==> config.mk <==
export PLATFORM = sky130hd
export DESIGN_NAME = rpn_stack_calculator_top
export DESIGN_NICKNAME = d
export VERILOG_FILES = /design/src/hdl/rsc_pkg.sv /design/src/hdl/rsc_ram.sv /design/src/hdl/rsc_div.sv /design/src/hdl/rsc_dp.sv /design/src/hdl/rsc_ctrl.sv /design/src/hdl/rpn_stack_calculator_top.sv
export SDC_FILE = /design/constraint.sdc
export NUM_CORES = 2
export LEC_CHECK = 0
export ABC_AREA = 1
export BUFFER_PORTS_ARGS = -buffer_cell sky130_fd_sc_hd__buf_4
export CAP_MARGIN = 15
export CORE_UTILIZATION = 70
export DETAILED_ROUTE_END_ITERATION = 16
export GPL_TIMING_DRIVEN = 1
export HOLD_SLACK_MARGIN = 0.03
export PLACE_DENSITY = 0.95
export SYNTH_ARGS = -nofsm -noshare
export SYNTH_HDL_FRONTEND = slang
export SYNTH_SLANG_ARGS = --single-unit
==> constraint.sdc <==
create_clock -name clk -period 14.6 [get_ports clk]
set_input_delay 0.73 -clock clk [delete_from_list [all_inputs] [get_ports clk]]
set_output_delay 0.73 -clock clk [all_outputs]
set_load 0.05 [all_outputs]
==> src/hdl/rsc_pkg.sv <==
// shared types, constants and command/status structs of the rpn stack calculator
package rsc_pkg;

	localparam int DATA_W          = 32;
	localparam int ACT_W           = 3;
	localparam int ST_W            = 3;
	localparam int DEPTH_W         = 5;
	localparam int STACK_DEPTH_DEF = 16;
	localparam int STEP_W          = $clog2(DATA_W);

	typedef enum logic [ACT_W-1:0] {
		ACT_PUSH = 3'd0,
		ACT_DROP = 3'd1,
		ACT_MIN  = 3'd2,
		ACT_ADD  = 3'd3,
		ACT_SUB  = 3'd4,
		ACT_DIV  = 3'd5,
		ACT_MUL  = 3'd6
	} act_t;

	typedef enum logic [ST_W-1:0] {
		ST_OK    = 3'd0,
		ST_FEW   = 3'd1,
		ST_FULL  = 3'd2,
		ST_DIV0  = 3'd3,
		ST_EMPTY = 3'd4
	} st_t;

	typedef enum logic [3:0] {
		S_IDLE,
		S_EXEC,
		S_DROP_LD,
		S_OP_A,
		S_DIV_RUN,
		S_OP_WR,
		S_MIN_RD,
		S_MIN_CMP,
		S_MIN_WR,
		S_DONE
	} state_t;

	typedef enum logic [1:0] {
		RA_IDX,
		RA_IDX_P1,
		RA_CNT_M2
	} raddr_sel_t;

	typedef enum logic {
		WA_CNT,
		WA_CNT_M2
	} waddr_sel_t;

	typedef enum logic [1:0] {
		TOP_OPND,
		TOP_RES,
		TOP_RDATA
	} top_sel_t;

	typedef enum logic [1:0] {
		RES_ALU,
		RES_DIV,
		RES_MIN
	} res_sel_t;

	typedef struct packed {
		logic       latch_in;
		logic       st_ld;
		st_t        st;
		raddr_sel_t ra;
		logic       we;
		waddr_sel_t wa;
		logic       wd_opnd;
		logic       top_ld;
		top_sel_t   top_sel;
		logic       res_ld;
		res_sel_t   res_sel;
		logic       cnt_inc;
		logic       cnt_dec;
		logic       idx_clr;
		logic       idx_inc;
		logic       div_start;
		logic       out_ld;
	} cmd_t;

	typedef struct packed {
		act_t action;
		logic cnt_zero;
		logic cnt_lt2;
		logic cnt_full;
		logic b_zero;
		logic idx_last;
		logic div_done;
	} sts_t;

endpackage

==> src/hdl/rsc_ram.sv <==
// generic single-write, single-read ram with registered read data
module rsc_ram #(
	parameter int WIDTH = 32,
	parameter int DEPTH = 16
) (
	input  logic                     clk,
	input  logic                     we,
	input  logic [$clog2(DEPTH)-1:0] waddr,
	input  logic [WIDTH-1:0]         wdata,
	input  logic [$clog2(DEPTH)-1:0] raddr,
	output logic [WIDTH-1:0]         rdata
);

	logic [WIDTH-1:0] mem_q [DEPTH];

	always_ff @(posedge clk) begin
		if (we) begin
			mem_q[waddr] <= wdata;
		end
		rdata <= mem_q[raddr];
	end

endmodule

==> src/hdl/rsc_div.sv <==
// iterative signed divider, truncating toward zero, one quotient bit per cycle
module rsc_div import rsc_pkg::*; (
	input  logic              clk,
	input  logic              arst_n,
	input  logic              start,
	input  logic [DATA_W-1:0] dividend,
	input  logic [DATA_W-1:0] divisor,
	output logic              done,
	output logic [DATA_W-1:0] quotient
);

	logic              busy_q;
	logic              done_q;
	logic [STEP_W-1:0] step_q;
	logic [DATA_W-1:0] rem_q;
	logic [DATA_W-1:0] quo_q;
	logic [DATA_W-1:0] mb_q;
	logic              neg_q;
	logic [DATA_W:0]   rem_sh;
	logic [DATA_W:0]   diff;
	logic [DATA_W-1:0] ma;
	logic [DATA_W-1:0] mb;

	assign ma     = dividend[DATA_W-1] ? (DATA_W'(0) - dividend) : dividend;
	assign mb     = divisor[DATA_W-1] ? (DATA_W'(0) - divisor) : divisor;
	assign rem_sh = {rem_q, quo_q[DATA_W-1]};
	assign diff   = rem_sh - {1'b0, mb_q};

	always_ff @(posedge clk or negedge arst_n) begin
		if (!arst_n) begin
			busy_q <= 1'b0;
			done_q <= 1'b0;
			step_q <= '0;
		end else begin
			done_q <= 1'b0;
			if (start) begin
				busy_q <= 1'b1;
				step_q <= '0;
			end else if (busy_q) begin
				step_q <= step_q + STEP_W'(1);
				if (step_q == STEP_W'(DATA_W - 1)) begin
					busy_q <= 1'b0;
					done_q <= 1'b1;
				end
			end
		end
	end

	always_ff @(posedge clk) begin
		if (start) begin
			rem_q <= '0;
			quo_q <= ma;
			mb_q  <= mb;
			neg_q <= dividend[DATA_W-1] ^ divisor[DATA_W-1];
		end else if (busy_q) begin
			if (!diff[DATA_W]) begin
				rem_q <= diff[DATA_W-1:0];
				quo_q <= {quo_q[DATA_W-2:0], 1'b1};
			end else begin
				rem_q <= rem_sh[DATA_W-1:0];
				quo_q <= {quo_q[DATA_W-2:0], 1'b0};
			end
		end
	end

	assign done     = done_q;
	assign quotient = neg_q ? (DATA_W'(0) - quo_q) : quo_q;

endmodule

==> src/hdl/rsc_dp.sv <==
// datapath: stack ram, entry count, top cache, alu, divider, min walk and result registers
module rsc_dp import rsc_pkg::*; #(
	parameter int STACK_DEPTH = STACK_DEPTH_DEF
) (
	input  logic                     clk,
	input  logic                     arst_n,
	input  cmd_t                     cmd,
	output sts_t                     sts,
	input  logic [ACT_W-1:0]         action,
	input  logic signed [DATA_W-1:0] operand,
	output logic [ST_W-1:0]          status,
	output logic signed [DATA_W-1:0] top_value,
	output logic [DEPTH_W-1:0]       stack_depth
);

	localparam int CW = $clog2(STACK_DEPTH + 1);
	localparam int AW = $clog2(STACK_DEPTH);

	act_t                act_q;
	logic [DATA_W-1:0]   opnd_q;
	logic [CW-1:0]       cnt_q;
	logic [AW-1:0]       idx_q;
	logic [DATA_W-1:0]   top_q;
	logic [DATA_W-1:0]   res_q;
	st_t                 st_q;
	logic [ST_W-1:0]     out_st_q;
	logic [DATA_W-1:0]   out_top_q;
	logic [DEPTH_W-1:0]  out_depth_q;

	logic [CW-1:0]       cnt_m1;
	logic [CW-1:0]       cnt_m2;
	logic [AW-1:0]       idx_p1;
	logic [AW-1:0]       raddr;
	logic [AW-1:0]       waddr;
	logic [DATA_W-1:0]   wdata;
	logic [DATA_W-1:0]   rdata;
	logic [DATA_W-1:0]   alu;
	logic [DATA_W-1:0]   div_q;
	logic                div_done;
	logic [CW+DEPTH_W-1:0] cnt_ext;

	assign cnt_m1  = cnt_q - CW'(1);
	assign cnt_m2  = cnt_q - CW'(2);
	assign idx_p1  = idx_q + AW'(1);
	assign cnt_ext = {{DEPTH_W{1'b0}}, cnt_q};

	always_comb begin
		case (cmd.ra)
			RA_IDX:    raddr = idx_q;
			RA_IDX_P1: raddr = idx_p1;
			RA_CNT_M2: raddr = cnt_m2[AW-1:0];
			default:   raddr = idx_q;
		endcase
	end

	assign waddr = (cmd.wa == WA_CNT) ? cnt_q[AW-1:0] : cnt_m2[AW-1:0];
	assign wdata = cmd.wd_opnd ? opnd_q : res_q;

	rsc_ram #(
		.WIDTH (DATA_W),
		.DEPTH (STACK_DEPTH)
	) u_ram (
		.clk   (clk),
		.we    (cmd.we),
		.waddr (waddr),
		.wdata (wdata),
		.raddr (raddr),
		.rdata (rdata)
	);

	rsc_div u_div (
		.clk      (clk),
		.arst_n   (arst_n),
		.start    (cmd.div_start),
		.dividend (rdata),
		.divisor  (top_q),
		.done     (div_done),
		.quotient (div_q)
	);

	always_comb begin
		case (act_q)
			ACT_ADD: alu = rdata + top_q;
			ACT_SUB: alu = rdata - top_q;
			ACT_MUL: alu = rdata * top_q;
			default: alu = rdata + top_q;
		endcase
	end

	always_ff @(posedge clk or negedge arst_n) begin
		if (!arst_n) begin
			cnt_q <= '0;
		end else if (cmd.cnt_inc) begin
			cnt_q <= cnt_q + CW'(1);
		end else if (cmd.cnt_dec) begin
			cnt_q <= cnt_m1;
		end
	end

	always_ff @(posedge clk) begin
		if (cmd.latch_in) begin
			act_q  <= act_t'(action);
			opnd_q <= operand;
		end
		if (cmd.st_ld) begin
			st_q <= cmd.st;
		end
		if (cmd.idx_clr) begin
			idx_q <= '0;
		end else if (cmd.idx_inc) begin
			idx_q <= idx_p1;
		end
		if (cmd.top_ld) begin
			case (cmd.top_sel)
				TOP_OPND:  top_q <= opnd_q;
				TOP_RES:   top_q <= res_q;
				TOP_RDATA: top_q <= rdata;
				default:   top_q <= res_q;
			endcase
		end
		if (cmd.res_ld) begin
			case (cmd.res_sel)
				RES_ALU: res_q <= alu;
				RES_DIV: res_q <= div_q;
				RES_MIN: begin
					if (idx_q == '0 || $signed(rdata) < $signed(res_q)) begin
						res_q <= rdata;
					end
				end
				default: res_q <= alu;
			endcase
		end
		if (cmd.out_ld) begin
			out_st_q    <= st_q;
			out_top_q   <= (cnt_q == '0) ? '0 : top_q;
			out_depth_q <= cnt_ext[DEPTH_W-1:0];
		end
	end

	assign sts.action   = act_q;
	assign sts.cnt_zero = (cnt_q == '0);
	assign sts.cnt_lt2  = (cnt_q < CW'(2));
	assign sts.cnt_full = (cnt_q >= CW'(STACK_DEPTH));
	assign sts.b_zero   = (top_q == '0);
	assign sts.idx_last = (CW'(idx_q) == cnt_m1);
	assign sts.div_done = div_done;

	assign status      = out_st_q;
	assign top_value   = out_top_q;
	assign stack_depth = out_depth_q;

endmodule

==> src/hdl/rsc_ctrl.sv <==
// controller state machine: sequences each action and drives the handshakes
module rsc_ctrl import rsc_pkg::*; (
	input  logic clk,
	input  logic arst_n,
	input  logic in_valid,
	output logic in_stall,
	output logic out_valid,
	input  logic out_stall,
	input  sts_t sts,
	output cmd_t cmd
);

	state_t state_q;
	state_t state_d;
	logic   out_valid_q;

	always_ff @(posedge clk or negedge arst_n) begin
		if (!arst_n) begin
			state_q     <= S_IDLE;
			out_valid_q <= 1'b0;
		end else begin
			state_q <= state_d;
			if (cmd.out_ld) begin
				out_valid_q <= 1'b1;
			end else if (!out_stall) begin
				out_valid_q <= 1'b0;
			end
		end
	end

	always_comb begin
		cmd     = '0;
		state_d = state_q;
		case (state_q)
			S_IDLE: begin
				if (in_valid) begin
					cmd.latch_in = 1'b1;
					state_d      = S_EXEC;
				end
			end
			S_EXEC: begin
				cmd.st_ld = 1'b1;
				cmd.st    = ST_OK;
				state_d   = S_DONE;
				case (sts.action)
					ACT_PUSH: begin
						if (sts.cnt_full) begin
							cmd.st = ST_FULL;
						end else begin
							cmd.we      = 1'b1;
							cmd.wa      = WA_CNT;
							cmd.wd_opnd = 1'b1;
							cmd.top_ld  = 1'b1;
							cmd.top_sel = TOP_OPND;
							cmd.cnt_inc = 1'b1;
						end
					end
					ACT_DROP: begin
						if (sts.cnt_zero) begin
							cmd.st = ST_EMPTY;
						end else begin
							cmd.ra      = RA_CNT_M2;
							cmd.cnt_dec = 1'b1;
							state_d     = S_DROP_LD;
						end
					end
					ACT_MIN: begin
						if (sts.cnt_lt2) begin
							cmd.st = ST_FEW;
						end else if (sts.cnt_full) begin
							cmd.st = ST_FULL;
						end else begin
							cmd.idx_clr = 1'b1;
							state_d     = S_MIN_RD;
						end
					end
					ACT_ADD, ACT_SUB, ACT_DIV, ACT_MUL: begin
						if (sts.cnt_lt2) begin
							cmd.st = ST_FEW;
						end else if (sts.action == ACT_DIV && sts.b_zero) begin
							cmd.st = ST_DIV0;
						end else begin
							cmd.ra  = RA_CNT_M2;
							state_d = S_OP_A;
						end
					end
					default: state_d = S_DONE;
				endcase
			end
			S_DROP_LD: begin
				cmd.top_ld  = 1'b1;
				cmd.top_sel = TOP_RDATA;
				state_d     = S_DONE;
			end
			S_OP_A: begin
				if (sts.action == ACT_DIV) begin
					cmd.div_start = 1'b1;
					state_d       = S_DIV_RUN;
				end else begin
					cmd.res_ld  = 1'b1;
					cmd.res_sel = RES_ALU;
					state_d     = S_OP_WR;
				end
			end
			S_DIV_RUN: begin
				if (sts.div_done) begin
					cmd.res_ld  = 1'b1;
					cmd.res_sel = RES_DIV;
					state_d     = S_OP_WR;
				end
			end
			S_OP_WR: begin
				cmd.we      = 1'b1;
				cmd.wa      = WA_CNT_M2;
				cmd.top_ld  = 1'b1;
				cmd.top_sel = TOP_RES;
				cmd.cnt_dec = 1'b1;
				state_d     = S_DONE;
			end
			S_MIN_RD: begin
				cmd.ra  = RA_IDX;
				state_d = S_MIN_CMP;
			end
			S_MIN_CMP: begin
				cmd.ra      = RA_IDX_P1;
				cmd.res_ld  = 1'b1;
				cmd.res_sel = RES_MIN;
				cmd.idx_inc = 1'b1;
				if (sts.idx_last) begin
					state_d = S_MIN_WR;
				end
			end
			S_MIN_WR: begin
				cmd.we      = 1'b1;
				cmd.wa      = WA_CNT;
				cmd.top_ld  = 1'b1;
				cmd.top_sel = TOP_RES;
				cmd.cnt_inc = 1'b1;
				state_d     = S_DONE;
			end
			S_DONE: begin
				if (!out_valid_q || !out_stall) begin
					cmd.out_ld = 1'b1;
					state_d    = S_IDLE;
				end
			end
			default: state_d = S_IDLE;
		endcase
	end

	assign in_stall  = (state_q != S_IDLE);
	assign out_valid = out_valid_q;

endmodule

==> src/hdl/rpn_stack_calculator_top.sv <==
// divide runs on the iterative divider, one quotient bit per cycle; min reads every entry in turn
// one item in flight; the next input transfer is taken in the cycle after the result is loaded
// reset (arst_n low, asynchronous) empties the stack; ram contents are not cleared
module rpn_stack_calculator_top import rsc_pkg::*; #(
	parameter int STACK_DEPTH = STACK_DEPTH_DEF
) (
	input  logic                     clk,
	input  logic                     arst_n,
	input  logic                     in_valid,
	output logic                     in_stall,
	input  logic [ACT_W-1:0]         action,
	input  logic signed [DATA_W-1:0] operand,
	output logic                     out_valid,
	input  logic                     out_stall,
	output logic [ST_W-1:0]          status,
	output logic signed [DATA_W-1:0] top_value,
	output logic [DEPTH_W-1:0]       stack_depth
);

	cmd_t cmd;
	sts_t sts;

	rsc_ctrl u_ctrl (
		.clk       (clk),
		.arst_n    (arst_n),
		.in_valid  (in_valid),
		.in_stall  (in_stall),
		.out_valid (out_valid),
		.out_stall (out_stall),
		.sts       (sts),
		.cmd       (cmd)
	);

	rsc_dp #(
		.STACK_DEPTH (STACK_DEPTH)
	) u_dp (
		.clk         (clk),
		.arst_n      (arst_n),
		.cmd         (cmd),
		.sts         (sts),
		.action      (action),
		.operand     (operand),
		.status      (status),
		.top_value   (top_value),
		.stack_depth (stack_depth)
	);

endmodule

# After elaboration in Yosys (flattened, before gate mapping)
# Memories as Yosys holds them, arrays and structs flattened. A register that Yosys moved wholly into a read port is not among the register bits.
# Index checks and enable logic that the tools add are counted.
# op_classes
add_sub_neg	11
n_mul	1
n_lt_le_gt_ge	3
n_eq_ne	28
muxes	76
bitwise_logic	1
reduce_logical	19
# op_table
cell	count
2-to-1 mux 32 bit	7
case mux 32 bit (2 select lines)	3
subtractor 1 x 32 -> 32 bit, first input constant	3
2-to-1 mux 4 bit	11
subtractor 33 x 32 -> 33 bit	1
adder 32 bit	1
zero test 32 bit	1
< comparator 32 bit	1
multiplier 32 x 32 -> 32 bit	1
case mux 4 bit (8 select lines)	1
subtractor 32 bit	1
2-to-1 mux 31 bit	1
2-to-1 mux 1 bit	27
2-to-1 mux 5 bit	4
case mux 3 bit (3 select lines)	2
equality test 4 x 3 -> 1 bit, second input constant	4
2-to-1 mux 3 bit	5
2-to-1 mux 6 bit	2
case mux 3 bit (4 select lines)	1
case mux 4 bit (3 select lines)	1
adder 5 x 1 -> 5 bit, second input constant	2
2-to-1 mux 2 bit	5
equality test 3 bit, second input constant	3
equality test 4 x 2 -> 1 bit, second input constant	2
34 further kinds	49
# word_totals
reg_bits	260
ram_bits	512
word_cells	160
mem_count	1
# memory_table
name	words	word_bits	read_ports	rd_clocked_by_memory_dff	write_ports	line_no	text
u_dp.u_ram.mem_q	16	32	1	1	1	rsc_ram.sv:14	logic [WIDTH-1:0] mem_q [DEPTH];

# Logic depth before layout (Yosys ltp)
# logic_depth
depth_word	8
mapped_depth	37

# Modules after synthesis
# Synthesis repeated with hierarchy kept, for this count alone.
# hier_totals
hier_cells	7271
area_unflattened_um2	59965.0
# by_module_without_submodules
module	instances	cells_each	area_each_um2	seq_area_each_um2
rsc_dp	1	3541	27214.9	4469.3
rsc_ram	1	2120	22730.6	16015.4
rsc_div	1	1486	9323.9	2767.7
rsc_ctrl	1	124	695.7	125.1

# Worst setup path after synthesis
# OpenSTA, ideal clock, no wires.
# synth_timing
kind	reg2reg
start	register u_dp.u_ram.rdata[13] (read register of u_dp.u_ram.mem_q)
end	register u_dp.res_q[28] (data pin)
setup_ns	0.253
arrival_ns	6.633
setup_slack_ns	7.714
stages_incl_launch_ff	30
path_buffers	3
synth_period_minus_slack_ns	6.886
cell_sequence	dfxtp_1 clkbuf_1 clkbuf_1 clkbuf_1 nand2_1 inv_1 fa_1 fa_1 fa_1 inv_1 fa_1 inv_1 fa_1 fa_1 fa_1 fa_1 ha_1 nand2_1 nor2_1 inv_1 nor3_1 nand3_1 nand3_1 a21oi_1 o21bai_1 a21oi_1 o21ai_0 nand2_1 nand2_1 nand2_1
# synth_via
elab_chain_len	3
elab_cells_between_ends	5
classes_between	add/sub (2); mul (1); mux (2)
# synth_lines
item	line_no	text
start: declaration	rsc_ram.sv:11	output logic [WIDTH-1:0] rdata
multiplier 32 x 32 -> 32 bit, or another cell as far along	rsc_dp.sv:85	ACT_MUL: alu = rdata * top_q;
case mux 32 bit (2 select lines) (*)	rsc_dp.sv:82	case (act_q)
case mux 32 bit (2 select lines) (*)	rsc_dp.sv:122	case (cmd.res_sel)
end signal: assignment	rsc_dp.sv:123	RES_ALU: res_q <= alu;
end signal: assignment	rsc_dp.sv:124	RES_DIV: res_q <= div_q;
end signal: assignment	rsc_dp.sv:127	res_q <= rdata;
end: declaration	rsc_dp.sv:24	logic [DATA_W-1:0] res_q;
# Mark *: on every way between the ends. The rest lies on a longest branch, timed or not.
# A chain may end at the register's enable or synchronous reset.

# Final worst setup path
# layout_timing
start	register u_dp.u_ram.rdata[23] (read register of u_dp.u_ram.mem_q)
end	register u_dp.res_q[30] (data pin)
# Same word-level chain as after synthesis.

==> reports/results.md <==
## Outcome
• complete, no violations — result of the run

## Timing
• no — RSZ-0062 raised after global routing
• 1.34 ns — slew at the pin closest to its max-slew limit
• 0.127 GHz — Max Freq
• 53.8% — final worst-path cycle share
• 0 — final max-slew violation count
• 0 ns — setup total negative slack
• 7.85 ns — minimum clock period
• 0.0602 ns — clk_skew
• 10.8% — Relative slew margins
• 0 — Final Hold Violating Endpoints
• 0 — setup-violating endpoint count in the final report

## Clock tree
• 804 — clock sinks
• done — clock tree from TritonCTS
• 0.68 ns — clock latency of the later-clocked register in the worst-skew pair
• 0.06 ns — clock transition time at the flip-flop clock pins of the worst setup and hold paths
• 3 — CTS max path bufs
• 3 — H-tree levels
• clkbuf_16 — clock root cell
• 81 — total clock buffers created by CTS

## Synth
• edfxtp_1 — cell type with the highest aggregate area in the netlist
• 6120 — cell count after synthesis
• edfxtp_1 — most instantiated flip-flop cell in the synthesis netlist
• 6803 — total nets after synthesis
• 38.5% — post-synth top area share
• 41.7% — post-synthesis sequential area ratio
• 9.16 sq um — syn_area_per_cell
• edfxtp_1 39%, fa_1 15%, nand2_1 9.0% — Area contributors post-synth
• 2.11% — Post-synth ARST share
• 719 — number of flops mapped to enable cells by yosys
• 70 — count of distinct cell types in the synthesized netlist
• 804 — flip-flop and latch count after synthesis
• 0 — Ys Warns
• 56100 sq um — synthesized cell area

## Floorplanning
• 285 um — horizontal die dimension
• 79100 sq um — core region area
• 81200 sq um — Die Outline Area
• 70.8% — starting density of the core
• 81 — number of I/O pins
• 285 um — die height
• 103 — number of rows created at floorplan

## Route
• 178000 um — aggregate routed wire length
• 24.7 um — wire per inst
• 6.59 — Via density
• 0 — Antenna Nets Post-Route
• 7267 — starting DRC count in detailed routing
• 47500 — vias after detailed routing
• 0 — remaining routing DRC violations
• 12 — number of optimization iterations in the first detailed-route pass

## Global routing
• 6 — initial antenna violation count
• 145 — pin count of the biggest net entering global routing
• 270000 um — first-pass GRT wire length
• 47900 — via count of the first global-routing pass
• 43.8% — total global-route track usage
• 0 — global route total overflow

## Worst setup path
• dfxtp_1 — cell with the largest stage delay on the worst path
• 14.98 ns — Worst Path Required
• 3 — number of buffers and inverters on the critical path
• 1.14 ns — critical path's largest stage delay
• register — type of element launching the critical path
• 16 — crit-path max FO
• 8.23 ns — Data arrival, critical path
• register — category of the worst setup path capture point
• adder cells — family of cells with the greatest summed delay on the critical path
• fa_1 — most frequent cell on the critical path
• nand2_1 > fa_1 > inv_1 > fa_1 > inv_1 > fa_1 > fa_1 > inv_1 > fa_1 > fa_1 > fa_1 > fa_1 > ha_1 > nand2_1 > nor3_1 > o21ai_0 > nand2_1 > a31oi_1 > nand2_1 > a21oi_1 > o21ai_0 > nand3_1 > o21a_1 — CP Cell Sequence
• reg2reg — startpoint-to-endpoint class of the critical path

## Layout
• 8.01% — area grow syn2layout
• 6.88% — share of final-layout standard cells stronger than drive strength 1
• 1348 x nand2_1, 1069 x inv_1, 719 x edfxtp_1, 474 x nor2_1, 410 x fa_1 — most frequent cells in the layout
• 4776 — filler cell count in the final layout
• 6779 — final net count
• nand2_1 — leading cell type in the layout, fill and taps excluded

## Placed design
• 1.06 — Routability Congestion
• 114000 um — HPWL after DPL
• 80 — PortBufs

## Flow run
• 0 — number of maximum-capacitance constraint violations

## Worst hold path
• in2reg — kind of path behind the tightest hold check

cell usage after synthesis (8+ instances only):
| library cell | number |
|---|---|
| inv_1 | 1072 |
| a221oi_1 | 8 |
| o22ai_1 | 14 |
| o21bai_1 | 14 |
| fa_1 | 410 |
| nor2_2 | 8 |
| ha_1 | 234 |
| buf_2 | 57 |
| nor4_1 | 19 |
| o21a_1 | 12 |
| nand4_1 | 21 |
| o221ai_1 | 67 |
| a21oi_1 | 178 |
| a21o_1 | 11 |
| o32ai_1 | 65 |
| dfxtp_1 | 68 |
| nand3_1 | 133 |
| xnor2_1 | 44 |
| buf_1 | 37 |
| dfrtp_1 | 17 |
| a31oi_1 | 22 |
| o211ai_1 | 101 |
| nor3_1 | 40 |
| xor2_1 | 86 |
| o21ai_0 | 386 |
| edfxtp_1 | 719 |
| o21ai_1 | 43 |
| nand3b_1 | 8 |
| nand2_2 | 11 |
| clkbuf_1 | 210 |
| nand2_1 | 1348 |
| or2_2 | 10 |
| nor2_1 | 499 |
| buf_6 | 9 |
| mux2i_1 | 64 |
state kept, by name, indices dropped and copies added, names as in the netlist, 32 cells and up:
signal	flops
u_dp.u_ram.mem_q	512
u_dp.opnd_q	32
u_dp.res_q	32
u_dp.top_q	32
u_dp.top_value	32
u_dp.u_div.mb_q	32
u_dp.u_div.quo_q	32
u_dp.u_div.rem_q	32
u_dp.u_ram.rdata	32
per-stage QoR:
step	worst slack [ns]	cell area, sq um	hold WS [ns]	cells	utilization, %
after CTS	7.02	60500	0.215	7211	76.5
after floorplan	7.71	56100	0.400	6120	-
after detailed placement	7.05	57800	0.411	7060	73.0
after global routing	6.69	60500	0.218	7214	76.5
after global placement	7.17	57800	0.409	7059	73.0
final	6.75	60600	0.227	7216	76.5
layout make-up:
| type | instances | area, sq um | share of cell area, % |
|---|---|---|---|
| diodes | 3 | 7.51 | 0.0124 |
| clock buffers | 101 | 2120 | 3.50 |
| clock inverters | 49 | 578 | 0.955 |
| inverters | 1082 | 4070 | 6.73 |
| multi-input cells | 3914 | 27400 | 45.3 |
| flip-flops and latches | 804 | 23400 | 38.6 |
| well taps | 1050 | 1310 | 2.17 |
| repair buffers | 213 | 1650 | 2.72 |
metal layers:
metal,global-route usage [%],share of wire [%],vias up
li1,-,-,19800
met1,52.6,32,22200
met2,69.4,45,4422
met3,12.1,15,1158
met4,29.7,8.2,4
met5,0,0.013,-
cells by family (layout without fill, tap and decap cells):
kind of cell    after synthesis  in the layout  share of synthesized area, %
mux                          64             64                          1.14
other cells                   0              3                             0
fa+ha+maj                   644            644                          19.9
compound gates              960            960                          10.4
simple gates               2116           2116                          15.1
flops                       804            804                          41.7
xor+xnor                    130            130                          2.03
buf+inv                    1402           1445                          9.68
repair_timing:
action                    4_1_cts  5_1_grt
gates resized for setup         0        0
hold buffers                    1        0
hold endpoints to repair       17        0
setup buffers                   0        0
path summary, 6_finish.rpt:
| path | startpoint | to | slack [ns] | depth (start not counted) |
|---|---|---|---|---|
| min reg2reg | u_dp.st_q[0]$_SDFFCE_PN0P_ | u_dp.status[0]$_DFFE_PP_ | 0.42 | 0 |
| min | operand[6] | u_dp.opnd_q[6]$_DFFE_PP_ | 0.23 | 1 |
| max in group asynchronous | arst_n | u_dp.u_div.step_q[3]$_DFFE_PN0P_ | 13.91 | 2 |
| min in group asynchronous | arst_n | u_ctrl.out_valid$_DFFE_PN0P_ | 0.46 | 2 |
| max | u_dp.u_ram.rdata[23]$_DFF_P_ | u_dp.res_q[30]$_DFFE_PP_ | 6.75 | 23 |
| max reg2reg | u_dp.u_ram.rdata[23]$_DFF_P_ | u_dp.res_q[30]$_DFFE_PP_ | 6.75 | 23 |
Power is not shown: default switching activity piles up to over one toggle a cycle in this logic, so the estimate is an artifact.
